## src/sv/cfd_pkg.sv

```systemverilog
// Shared types, constants and the CRC-16/XMODEM byte update for the frame deframer.
`timescale 1ns / 1ps
`default_nettype none

package cfd_pkg;

	localparam logic [7:0]  HDR_BYTE    = 8'hAA;
	localparam logic [15:0] CRC_POLY    = 16'h1021;
	localparam int          MAX_LEN_DEF = 256;
	localparam int          RES_DEPTH   = 4;

	typedef enum logic [1:0] {
		KIND_PAYLOAD  = 2'd0,
		KIND_CRC_GOOD = 2'd1,
		KIND_CRC_BAD  = 2'd2
	} kind_t;

	typedef struct packed {
		kind_t       kind;
		logic [7:0]  msg_id;
		logic [7:0]  data;
		logic [9:0]  byte_index;
		logic [9:0]  payload_count;
		logic        last;
	} res_t;

	// MSB-first CRC update over one byte, no reflection
	function automatic logic [15:0] crc_step(input logic [15:0] crc, input logic [7:0] b);
		logic [15:0] c;
		c = crc ^ {b, 8'h00};
		for (int i = 0; i < 8; i++) begin
			if (c[15]) begin
				c = {c[14:0], 1'b0} ^ CRC_POLY;
			end else begin
				c = {c[14:0], 1'b0};
			end
		end
		return c;
	endfunction

endpackage

`default_nettype wire

```

## src/sv/cfd_parser.sv

```systemverilog
// Front end: frame parser, running CRC and result classification.
`timescale 1ns / 1ps
`default_nettype none

module cfd_parser
	import cfd_pkg::*;
#(
	parameter int MAX_LEN = MAX_LEN_DEF
) (
	input  wire logic       clk,
	input  wire logic       arst_n,
	input  wire logic       in_fire,
	input  wire logic [7:0] rx_byte,
	output logic            res_valid,
	output res_t            res
);

	localparam logic [9:0] MaxLenW = 10'(MAX_LEN);

	typedef enum logic [2:0] {
		PH_HEADER  = 3'd0,
		PH_FLAGS_L = 3'd1,
		PH_FLAGS_H = 3'd2,
		PH_MSG_ID  = 3'd3,
		PH_PAYLOAD = 3'd4,
		PH_CRC_L   = 3'd5,
		PH_CRC_H   = 3'd6
	} phase_t;

	phase_t      phase_q;
	logic [15:0] crc_q;
	logic [7:0]  flags_lo_q;
	logic [9:0]  len_q;
	logic [7:0]  msg_id_q;
	logic [9:0]  rcvd_q;
	logic [7:0]  crc_lo_q;

	logic [15:0] crc_upd;
	logic [15:0] crc_hdr;
	logic [9:0]  len_new;
	logic [9:0]  rcvd_inc;
	logic        pay_done;
	logic [15:0] rx_crc;

	assign crc_upd  = crc_step(crc_q, rx_byte);
	assign crc_hdr  = crc_step(16'h0000, rx_byte);
	assign len_new  = {rx_byte, flags_lo_q[7:6]};
	assign rcvd_inc = rcvd_q + 10'd1;
	assign pay_done = ({1'b0, rcvd_inc} + 11'd1) >= {1'b0, len_q};
	assign rx_crc   = {rx_byte, crc_lo_q};

	always_comb begin
		res_valid         = 1'b0;
		res.kind          = KIND_PAYLOAD;
		res.msg_id        = msg_id_q;
		res.data          = 8'h00;
		res.byte_index    = 10'd0;
		res.payload_count = 10'd0;
		res.last          = 1'b0;
		if (in_fire && phase_q == PH_PAYLOAD) begin
			res_valid      = 1'b1;
			res.data       = rx_byte;
			res.byte_index = rcvd_q;
		end else if (in_fire && phase_q == PH_CRC_H) begin
			res_valid         = 1'b1;
			res.kind          = (rx_crc == crc_q) ? KIND_CRC_GOOD : KIND_CRC_BAD;
			res.payload_count = rcvd_q;
			res.last          = 1'b1;
		end
	end

	always_ff @(posedge clk or negedge arst_n) begin
		if (!arst_n) begin
			phase_q    <= PH_HEADER;
			crc_q      <= 16'h0000;
			flags_lo_q <= 8'h00;
			len_q      <= 10'd0;
			msg_id_q   <= 8'h00;
			rcvd_q     <= 10'd0;
			crc_lo_q   <= 8'h00;
		end else if (in_fire) begin
			unique case (phase_q)
				PH_FLAGS_L: begin
					flags_lo_q <= rx_byte;
					crc_q      <= crc_upd;
					phase_q    <= PH_FLAGS_H;
				end
				PH_FLAGS_H: begin
					crc_q <= crc_upd;
					len_q <= len_new;
					// zero length or over the limit: drop the frame silently
					if (len_new == 10'd0 || len_new > MaxLenW) begin
						phase_q <= PH_HEADER;
					end else begin
						phase_q <= PH_MSG_ID;
					end
				end
				PH_MSG_ID: begin
					msg_id_q <= rx_byte;
					crc_q    <= crc_upd;
					rcvd_q   <= 10'd0;
					phase_q  <= (len_q > 10'd1) ? PH_PAYLOAD : PH_CRC_L;
				end
				PH_PAYLOAD: begin
					crc_q  <= crc_upd;
					rcvd_q <= rcvd_inc;
					if (pay_done) begin
						phase_q <= PH_CRC_L;
					end
				end
				PH_CRC_L: begin
					crc_lo_q <= rx_byte;
					phase_q  <= PH_CRC_H;
				end
				PH_CRC_H: begin
					phase_q <= PH_HEADER;
				end
				default: begin
					if (rx_byte == HDR_BYTE) begin
						crc_q   <= crc_hdr;
						phase_q <= PH_FLAGS_L;
					end else begin
						phase_q <= PH_HEADER;
					end
				end
			endcase
		end
	end

	a_res_needs_byte: assert property (@(posedge clk) disable iff (!arst_n)
		res_valid |-> in_fire)
		else $error("result produced without an accepted byte");

	a_verdict_ends_frame: assert property (@(posedge clk) disable iff (!arst_n)
		(res_valid && res.last) |=> (phase_q == PH_HEADER))
		else $error("parser did not return to header search after verdict");

	a_payload_shape: assert property (@(posedge clk) disable iff (!arst_n)
		(res_valid && !res.last) |-> (res.kind == KIND_PAYLOAD && res.payload_count == 10'd0))
		else $error("payload result carries verdict fields");

	a_index_in_frame: assert property (@(posedge clk) disable iff (!arst_n)
		(phase_q == PH_PAYLOAD) |-> (({1'b0, rcvd_q} + 11'd1) < {1'b0, len_q}))
		else $error("payload index ran past frame length");

endmodule

`default_nettype wire

```

## src/sv/cfd_res_fifo.sv

```systemverilog
// Back end: result queue between the parser and the result port.
`timescale 1ns / 1ps
`default_nettype none

module cfd_res_fifo
	import cfd_pkg::*;
(
	input  wire logic clk,
	input  wire logic arst_n,
	input  wire logic wr_en,
	input  wire res_t wr_data,
	input  wire logic rd_en,
	output res_t      rd_data,
	output logic      full,
	output logic      empty
);

	localparam int PtrW = (RES_DEPTH > 1) ? $clog2(RES_DEPTH) : 1;
	localparam int CntW = $clog2(RES_DEPTH + 1);
	localparam logic [PtrW-1:0] PtrLast = PtrW'(RES_DEPTH - 1);
	localparam logic [CntW-1:0] CntFull = CntW'(RES_DEPTH);

	res_t            mem_q [RES_DEPTH];
	logic [PtrW-1:0] wr_ptr_q;
	logic [PtrW-1:0] rd_ptr_q;
	logic [CntW-1:0] count_q;
	logic            do_wr;
	logic            do_rd;

	assign full    = (count_q == CntFull);
	assign empty   = (count_q == '0);
	assign do_wr   = wr_en && !full;
	assign do_rd   = rd_en && !empty;
	assign rd_data = mem_q[rd_ptr_q];

	always_ff @(posedge clk) begin
		if (do_wr) begin
			mem_q[wr_ptr_q] <= wr_data;
		end
	end

	always_ff @(posedge clk or negedge arst_n) begin
		if (!arst_n) begin
			wr_ptr_q <= '0;
			rd_ptr_q <= '0;
			count_q  <= '0;
		end else begin
			if (do_wr) begin
				wr_ptr_q <= (wr_ptr_q == PtrLast) ? '0 : wr_ptr_q + PtrW'(1);
			end
			if (do_rd) begin
				rd_ptr_q <= (rd_ptr_q == PtrLast) ? '0 : rd_ptr_q + PtrW'(1);
			end
			if (do_wr && !do_rd) begin
				count_q <= count_q + CntW'(1);
			end else if (do_rd && !do_wr) begin
				count_q <= count_q - CntW'(1);
			end
		end
	end

	a_no_overflow: assert property (@(posedge clk) disable iff (!arst_n)
		count_q <= CntFull)
		else $error("result queue count out of range");

	a_no_drop: assert property (@(posedge clk) disable iff (!arst_n)
		wr_en |-> !full)
		else $error("result written into a full queue");

	a_count_track: assert property (@(posedge clk) disable iff (!arst_n)
		(do_wr && !do_rd) |=> (count_q == $past(count_q) + CntW'(1)))
		else $error("queue count did not follow a write");

endmodule

`default_nettype wire

```

## src/sv/crc16_frame_deframer_core.sv

```systemverilog
// Top level of the CRC-16 frame deframer: parser front end and result queue.
// Takes one received byte per cycle (push while full is low) and deframes packets of the form
// 0xAA, little-endian flags word (bits 15..6 = length of message id plus payload), message id,
// payload, little-endian CRC-16/XMODEM over header through payload. Each payload byte comes out
// as its own result tagged with message id and index; after the second CRC byte a verdict result
// (kind 1 good, 2 bad, last set) carries the payload count. Frames with length zero or above
// MAX_LEN are dropped without a result, and a 0xAA inside a frame is frame content. For each
// byte the CRC update and the phase change run in a single parser step, and any result it makes
// is registered in the queue and handed out in order. The result queue is RES_DEPTH deep;
// full rises only when it holds that many untaken results, so input keeps flowing while the
// consumer stalls for up to that many results. There is no clearing pass after reset.
`timescale 1ns / 1ps
`default_nettype none

module crc16_frame_deframer_core
	import cfd_pkg::*;
#(
	parameter int MAX_LEN = MAX_LEN_DEF
) (
	input  wire logic       clk,
	input  wire logic       arst_n,
	input  wire logic       push,
	output logic            full,
	input  wire logic [7:0] rx_byte,
	output logic            empty,
	input  wire logic       pop,
	output logic [1:0]      kind,
	output logic [7:0]      msg_id,
	output logic [7:0]      data,
	output logic [9:0]      byte_index,
	output logic [9:0]      payload_count,
	output logic            last
);

	logic in_fire;
	logic res_valid;
	res_t res;
	res_t head;

	assign in_fire = push && !full;

	cfd_parser #(
		.MAX_LEN (MAX_LEN)
	) u_parser (
		.clk       (clk),
		.arst_n    (arst_n),
		.in_fire   (in_fire),
		.rx_byte   (rx_byte),
		.res_valid (res_valid),
		.res       (res)
	);

	cfd_res_fifo u_res_fifo (
		.clk     (clk),
		.arst_n  (arst_n),
		.wr_en   (res_valid),
		.wr_data (res),
		.rd_en   (pop),
		.rd_data (head),
		.full    (full),
		.empty   (empty)
	);

	assign kind          = head.kind;
	assign msg_id        = head.msg_id;
	assign data          = head.data;
	assign byte_index    = head.byte_index;
	assign payload_count = head.payload_count;
	assign last          = head.last;

endmodule

`default_nettype wire
```

## config.mk

```make
export PLATFORM = sky130hd
export DESIGN_NAME = crc16_frame_deframer_core
export DESIGN_NICKNAME = d
export VERILOG_FILES = /design/src/sv/cfd_pkg.sv /design/src/sv/cfd_parser.sv /design/src/sv/cfd_res_fifo.sv /design/src/sv/crc16_frame_deframer_core.sv
export SDC_FILE = /design/constraint.sdc
export NUM_CORES = 1
export LEC_CHECK = 0
export BUFFER_PORTS_ARGS = -buffer_cell sky130_fd_sc_hd__buf_4
export CAP_MARGIN = 20
export CORE_MARGIN = 4
export CORE_UTILIZATION = 61
export DETAILED_ROUTE_END_ITERATION = 8
export GPL_TIMING_DRIVEN = 0
export PLACE_DENSITY = 0.86
export SYNTH_ARGS = -nofsm -noshare
export SYNTH_HDL_FRONTEND = slang
export SYNTH_SLANG_ARGS = --single-unit
```

## constraint.sdc

```tcl
create_clock -name clk -period 3.65 [get_ports clk]
set_input_delay 0.73 -clock clk [delete_from_list [all_inputs] [get_ports clk]]
set_output_delay 0.73 -clock clk [all_outputs]
set_load 0.005 [all_outputs]
```

==> flow_summary.json, run 1 <==
{
  "outcome": "complete, no violations",
  "cts.sinks": 220,
  "area_growth_pct": 14.74,
  "ys_ff_latch": 220,
  "synth_cell_type_count": 63,
  "worstSetupPathType": "reg2reg",
  "synth_top_area_cell": "edfxtp_1",
  "switchingPower_mw": 2.879,
  "pwr-share-comb_pct": 35.3,
  "gp_congestion": 0.8643,
  "p_int_mw": 5.847,
  "first_iter_violations": 737,
  "n_fill_cell": 951,
  "seqPwrFrac_pct": 39.1,
  "setup_slack_ns": 0.1818,
  "synthTopCellsByArea": "edfxtp_1, dfrtp_1, mux4_2, xnor2_1, mux2_2",
  "cp_num_cells": 16,
  "worst-path-max-fanout": 10,
  "gr-total-overflow": 0,
  "netlist_instances": 695,
  "detail_route.first_pass.iterations": 5,
  "fp.dieH_um": 136.3,
  "synth_top_area_share_pct": 46.62,
  "cellPowerDensity_nw_per_um2": 756.9,
  "max_stage_delay_ns": 0.43,
  "async_reset_ff_share_pct": 29.09,
  "holdWs_ns": 0.3381,
  "start_util_pct": 62.80,
  "critPathBufInv": 3,
  "synth-edff-count": 156,
  "placementRows": 46,
  "crit_chain": "buf_4 -> inv_2 -> ha_2 -> inv_1 -> a211oi_2 -> o2bb2ai_2 -> a311oi_2 -> xnor2_1 -> ha_1 -> a21o_1 -> nand2_1 -> nand4b_1 -> a41oi_2 -> o2bb2ai_2 -> a41o_1 -> a311oi_2",
  "fp.dieArea_um2": 18590,
  "die_w_um": 136.3,
  "irDropWorstVdd_uv": 490.9,
  "crit_path_end_kind": "flip-flop",
  "synth.avg_cell_area_um2": 14.46,
  "seq_area_um2": 6287,
  "layout-drive-gt1-share_pct": 24.30,
  "portBuffers": 47,
  "setup_violations": 0,
  "clkTransAtPathRegs_ns": 0.07,
  "syn-num-nets": 726,
  "vias": 6463,
  "synth.cell_area_um2": 10050,
  "leakagePower_nw": 4.141,
  "placed_area_um2": 10760,
  "skew_ns": 0.01372,
  "routed_wl_mm": 24.17,
  "fmax_mhz": 288.3,
  "cts_tree": "done",
  "power_switching_share_pct": 33.00,
  "place_inst": 962,
  "cts_hold_buf": 0,
  "critPathSlowestCell": "dfrtp_1",
  "grt_pass1_wl_mm": 37.53,
  "worstHoldPathType": "in2async",
  "total_power_mw": 8.727,
  "finalMaxSlewViolations": 0,
  "yosys_warnings": 0,
  "antenna_found_initial": 0,
  "cp.arrival_ns": 3.86,
  "place_ws_ns": -0.2022,
  "period_minus_slack_ns": 3.468,
  "worst_pin_slew_ns": 0.9001,
  "yosysSeqAreaShare_pct": 62.56,
  "grt_usage_pct": 26.54,
  "drtAntennaViolNets": 0,
  "h-tree-depth": 1,
  "drc": 0,
  "crit_required_ns": 4.04,
  "setup_tns_ns": 0,
  "multiInputGateArea_um2": 3525,
  "power_frac_clock_pct": 25.5,
  "hpwl_mm": 14.61,
  "post_layout_nonfiller_instances": 1002,
  "clock_latency_ns": 0.49,
  "fin_util_pct": 72.06,
  "io_pins": 53,
  "fin_area_um2": 11530,
  "grt_start_max_net_pins": 65,
  "antenna_cells": 0,
  "core_area_um2": 16000,
  "slew_headroom_pct": 40.00,
  "vias_per_cell": 6.450,
  "root_buffer": "clkbuf_16",
  "ys.flop_type": "edfxtp_1",
  "grt_pass1_vias": 6552,
  "cts_buffers": 22,
  "layout_worst_path_cycle_share_pct": 95.02,
  "critPathLaunchType": "flip-flop",
  "ff2ff_path_depth": 16,
  "routedWlPerCell_um": 24.12,
  "path_delay_family": "compound AO/OA/AOI/OAI gates",
  "finalHoldViolations": 0,
  "cap_violations": 0,
  "final_nets": 802,
  "clockBufferDepth": 3
}
-- timing repair --
action	4_1_cts	5_1_grt
buffers inserted	1	1
endpoints found under the setup margin	2	2
pin swaps	1	3
resized for setup	5	11
-- power groups by stage --
stage                     logic, mW  registers [mW]  clock network [mW]
after floorplan                2.08            3.34                   0
after CTS                      3.05            3.40                2.22
after global placement         2.83            3.39                   0
after detailed placement       2.97            3.43                   0
after global routing           3.34            3.45                2.35
final                          3.08            3.42                2.23
-- routing by layer --
| metal | global-route usage (%) | vias up | routed length (µm) |
|---|---|---|---|
| met5 | 0 | - | 0 |
| met1 | 37.38 | 3305 | 9581 |
| met3 | 3.072 | 60 | 1732 |
| met2 | 44.74 | 358 | 12230 |
| met4 | 6.831 | 0 | 626 |
| li1 | - | 2740 | - |
-- synthesized netlist by cell type (all sizes together), types with 4 or more instances --
master / number
nor2: 37
o21ai: 37
nand3: 12
nor4: 5
inv: 23
and2: 31
nand4: 7
o31ai: 4
dfrtp: 64
a21oi: 16
ha: 18
clkbuf: 26
and3: 4
edfxtp: 156
nor3: 16
buf: 16
mux4: 39
xnor2: 43
mux2: 27
nand2: 35
xor2: 25
a21o: 6
nand2b: 4
-- state kept, by name, summed over array words and instances (netlist names) --
name and cells:
u_parser.msg_id_q 8, u_res_fifo.mem_q 156, u_res_fifo.wr_ptr_q 2, u_res_fifo.rd_ptr_q 2, u_parser.crc_lo_q 8, u_parser.rcvd_q 10, u_parser.len_q 10, u_parser.phase_q 3
u_parser.crc_q 16, u_parser.flags_lo_q 2, u_res_fifo.count_q 3
-- cell usage in the layout (no fill, tap or decap), types with 6 or more instances in the layout --
cell | netlist | final
mux2_2 | 27 | 27
inv_1 | 23 | 22
nand4_1 | 7 | 7
mux4_2 | 39 | 39
o21ai_0 | 36 | 36
nor3_1 | 14 | 14
buf_4 | 3 | 53
dfrtp_1 | 64 | 63
ha_1 | 18 | 16
clkbuf_1 | 23 | 26
and2_1 | 30 | 26
edfxtp_1 | 156 | 156
xor2_1 | 25 | 25
a21oi_1 | 16 | 15
nand3_1 | 12 | 12
xnor2_1 | 43 | 43
clkbuf_16 | 0 | 23
nand2_1 | 35 | 35
nor2_1 | 37 | 37
a21o_1 | 6 | 6
-- worst register-to-register path, cell delays in order, from the launching register on --
cell and delay, ns:
dfrtp_1 0.43, buf_4 0.20, inv_2 0.12, ha_2 0.22, inv_1 0.06, a211oi_2 0.26
o2bb2ai_2 0.14, a311oi_2 0.29, xnor2_1 0.17, ha_1 0.28, a21o_1 0.16, nand2_1 0.06
nand4b_1 0.13, a41oi_2 0.24, o2bb2ai_2 0.14, a41o_1 0.25, a311oi_2 0.24
-- logic make-up after synthesis --
group,count (synthesis),share of synthesized area [%]
and+or+nand+nor,168,8.766
xor gates and xnor gates,68,5.927
adders and majority gates,19,2.441
AOI/OAI and AO/OA,88,5.529
muxes,67,11.87
buffers and inverters,65,2.914
DFF,220,62.56
-- path summary, 6_finish.rpt --
path / start / end / slack, ns
max in group asynchronous: arst_n / u_parser.rcvd_q[1] / 2.70
max: u_parser.rcvd_q[0] / u_parser.phase_q[0] / 0.18
min in group clk: u_res_fifo.count_q[2] / u_res_fifo.count_q[2] / 0.50
max reg2reg: u_parser.rcvd_q[0] / u_parser.phase_q[0] / 0.18
min reg2reg: u_res_fifo.count_q[2] / u_res_fifo.count_q[2] / 0.50
min: arst_n / u_parser.crc_q[10] / 0.34
-- final cells by class --
class | count | area share (%)
clock buffers | 29 | 5.187
plain buffers | 41 | 1.801
multi-input cells | 410 | 30.57
flip-flops and latches | 220 | 54.53
well taps | 216 | 2.344
inverters | 23 | 0.7488
clock inverters | 10 | 0.9333
repair buffers | 53 | 3.885
(Power assumes the default switching activity.)
==> inputs of run 2 (changes only) <==
CORE_ASPECT_RATIO = 2   (was default)
CORE_UTILIZATION = 45   (was 61)
PLACE_DENSITY = 0.68   (was 0.86)
==> flow_summary.json, run 2 (same netlist as run 1, synthesis figures left out) <==
{
  "finalMaxSlewViolations": 0,
  "drc": 0,
  "grt_usage_pct": 18.05,
  "h-tree-depth": 1,
  "endpoint": "u_parser.phase_q[0]",
  "detail_route.first_pass.iterations": 5,
  "r2r_start": "u_parser.rcvd_q[1]",
  "vias": 6040,
  "vias_per_cell": 5.714,
  "worstHoldPathType": "in2async",
  "grt_start_max_net_pins": 65,
  "first_iter_violations": 436,
  "largest_reg_flops": 156,
  "rsz0062_at_grt": "false",
  "placementRows": 77,
  "cts.sinks": 220,
  "worst-path-max-fanout": 10,
  "core_area_um2": 22060,
  "place_ws_ns": -0.2111,
  "skew_ns": 0.03462,
  "setup_slack_ns": 0.1763,
  "die_w_um": 113.7,
  "crit_path_end_kind": "flip-flop",
  "ff2ff_path_depth": 14,
  "crit_start": "u_parser.rcvd_q[1]",
  "final_nets": 799,
  "root_buffer": "clkbuf_16",
  "top_register": "u_res_fifo.mem_q",
  "worstSetupPathType": "reg2reg",
  "period_minus_slack_ns": 3.474,
  "layout_worst_path_cycle_share_pct": 95.17,
  "fp.dieH_um": 219.3,
  "portBuffers": 47,
  "hpwl_mm": 15.13,
  "regToRegEndpoint": "u_parser.phase_q[0]",
  "grt_pass1_vias": 6371,
  "routed_wl_mm": 21.93,
  "total_power_mw": 8.409,
  "gp_congestion": 0.8887,
  "antenna_cells": 0,
  "reg_top3": "u_res_fifo.mem_q x156, u_parser.crc_q x16",
  "outcome": "complete, no violations",
  "mostFrequentLayoutCells": "edfxtp_1, dfrtp_1, buf_4",
  "gr-total-overflow": 0,
  "irDropWorstVdd_uv": 357.7,
  "clock_latency_ns": 0.51,
  "fin_area_um2": 11480,
  "leakagePower_nw": 4.089,
  "antenna_found_initial": 0,
  "placed_area_um2": 10830,
  "clkTransAtPathRegs_ns": 0.07,
  "routedWlPerCell_um": 20.75,
  "slew_headroom_pct": 29.98,
  "setup_violations": 0,
  "holdWs_ns": 0.3021,
  "final_common_cell": "edfxtp_1",
  "n_fill_cell": 1816,
  "fmax_mhz": 287.9,
  "cts_buffers": 19,
  "fp.dieArea_um2": 24930,
  "io_pins": 53,
  "clockBufferDepth": 3,
  "cp.arrival_ns": 3.89,
  "cts_hold_buf": 0,
  "cap_violations": 0,
  "worst_pin_slew_ns": 1.046,
  "start_util_pct": 45.55,
  "critPathLaunchType": "flip-flop",
  "crit_required_ns": 4.07,
  "area_growth_pct": 14.29,
  "cts_tree": "done",
  "grt_pass1_wl_mm": 34.74,
  "drtAntennaViolNets": 0,
  "cellPowerDensity_nw_per_um2": 732.2,
  "worst-r2r-setup-slack_ns": 0.18,
  "finalHoldViolations": 0,
  "layout-drive-gt1-share_pct": 23.69
}
## run 2: layer usage
layer / vias to the layer above / global-route usage, % / wire length (µm)
met1: 3086 / 19.62 / 7728
met4: 0 / 7.381 / 772
met5: - / 0 / 0
met2: 172 / 34.45 / 12470
li1: 2729 / - / -
met3: 53 / 2.428 / 952
## run 2: through the flow
| stage | TNS [ns] | util [%] | std cells |
|---|---|---|---|
| floorplan | 0 | - | 695 |
| global placement | -20.29 | 48.71 | 1018 |
| CTS | 0 | 51.90 | 1056 |
| detailed placement | -0.2452 | 49.10 | 1022 |
| global route | 0 | 52.06 | 1057 |
| finish | 0 | 52.06 | 1057 |
## run 2: critical path, cell delays in order (launching register included)
cell and delay, ns:
dfrtp_2 0.49, ha_2 0.35, clkbuf_2 0.29, nand2_1 0.08
o22ai_1 0.14, and3_1 0.24, xnor2_1 0.14, ha_1 0.27
o21a_1 0.20, a21oi_1 0.14, o31ai_1 0.11, a41oi_1 0.25
o2bb2ai_1 0.19, a41o_1 0.27, a311oi_1 0.23
## run 2: power by group
part	internal (mW)	leakage [nW]	switching, mW
Clock	1.12	0.307	0.892
Combinational	1.44	1.61	1.57
Sequential	3.09	2.18	0.294
## run 2: final cells by class
class | count | area (µm²) | share of cell area, %
Sequential cell | 220 | 6287 | 54.74
Multi-Input combinational cell | 410 | 3492 | 30.41
Clock buffer | 21 | 483.0 | 4.205
Timing Repair Buffer | 53 | 447.9 | 3.900
Tap cell | 276 | 345.3 | 3.007
Buffer | 41 | 205.2 | 1.787
Clock inverter | 13 | 133.9 | 1.166
Inverter | 23 | 90.09 | 0.7844
## run 2: worst min path at each step
stage                                     start                    end  slack, ns  depth (start not counted)
after floorplan                          arst_n   u_parser.crc_lo_q[0]       0.43                          0
after global placement    u_res_fifo.count_q[2]  u_res_fifo.count_q[2]       0.47                          1
after detailed placement  u_res_fifo.count_q[2]  u_res_fifo.count_q[2]       0.49                          1
after CTS                                arst_n      u_parser.crc_q[1]       0.36                          1
after global routing                     arst_n      u_parser.crc_q[9]       0.39                          1
final                                    arst_n      u_parser.crc_q[1]       0.30                          1
## run 2: what timing repair did
item	4_1_cts	5_1_grt
setup buffers	0	2
resized for setup	2	7
endpoints found under the setup margin	2	2
gates cloned	0	0
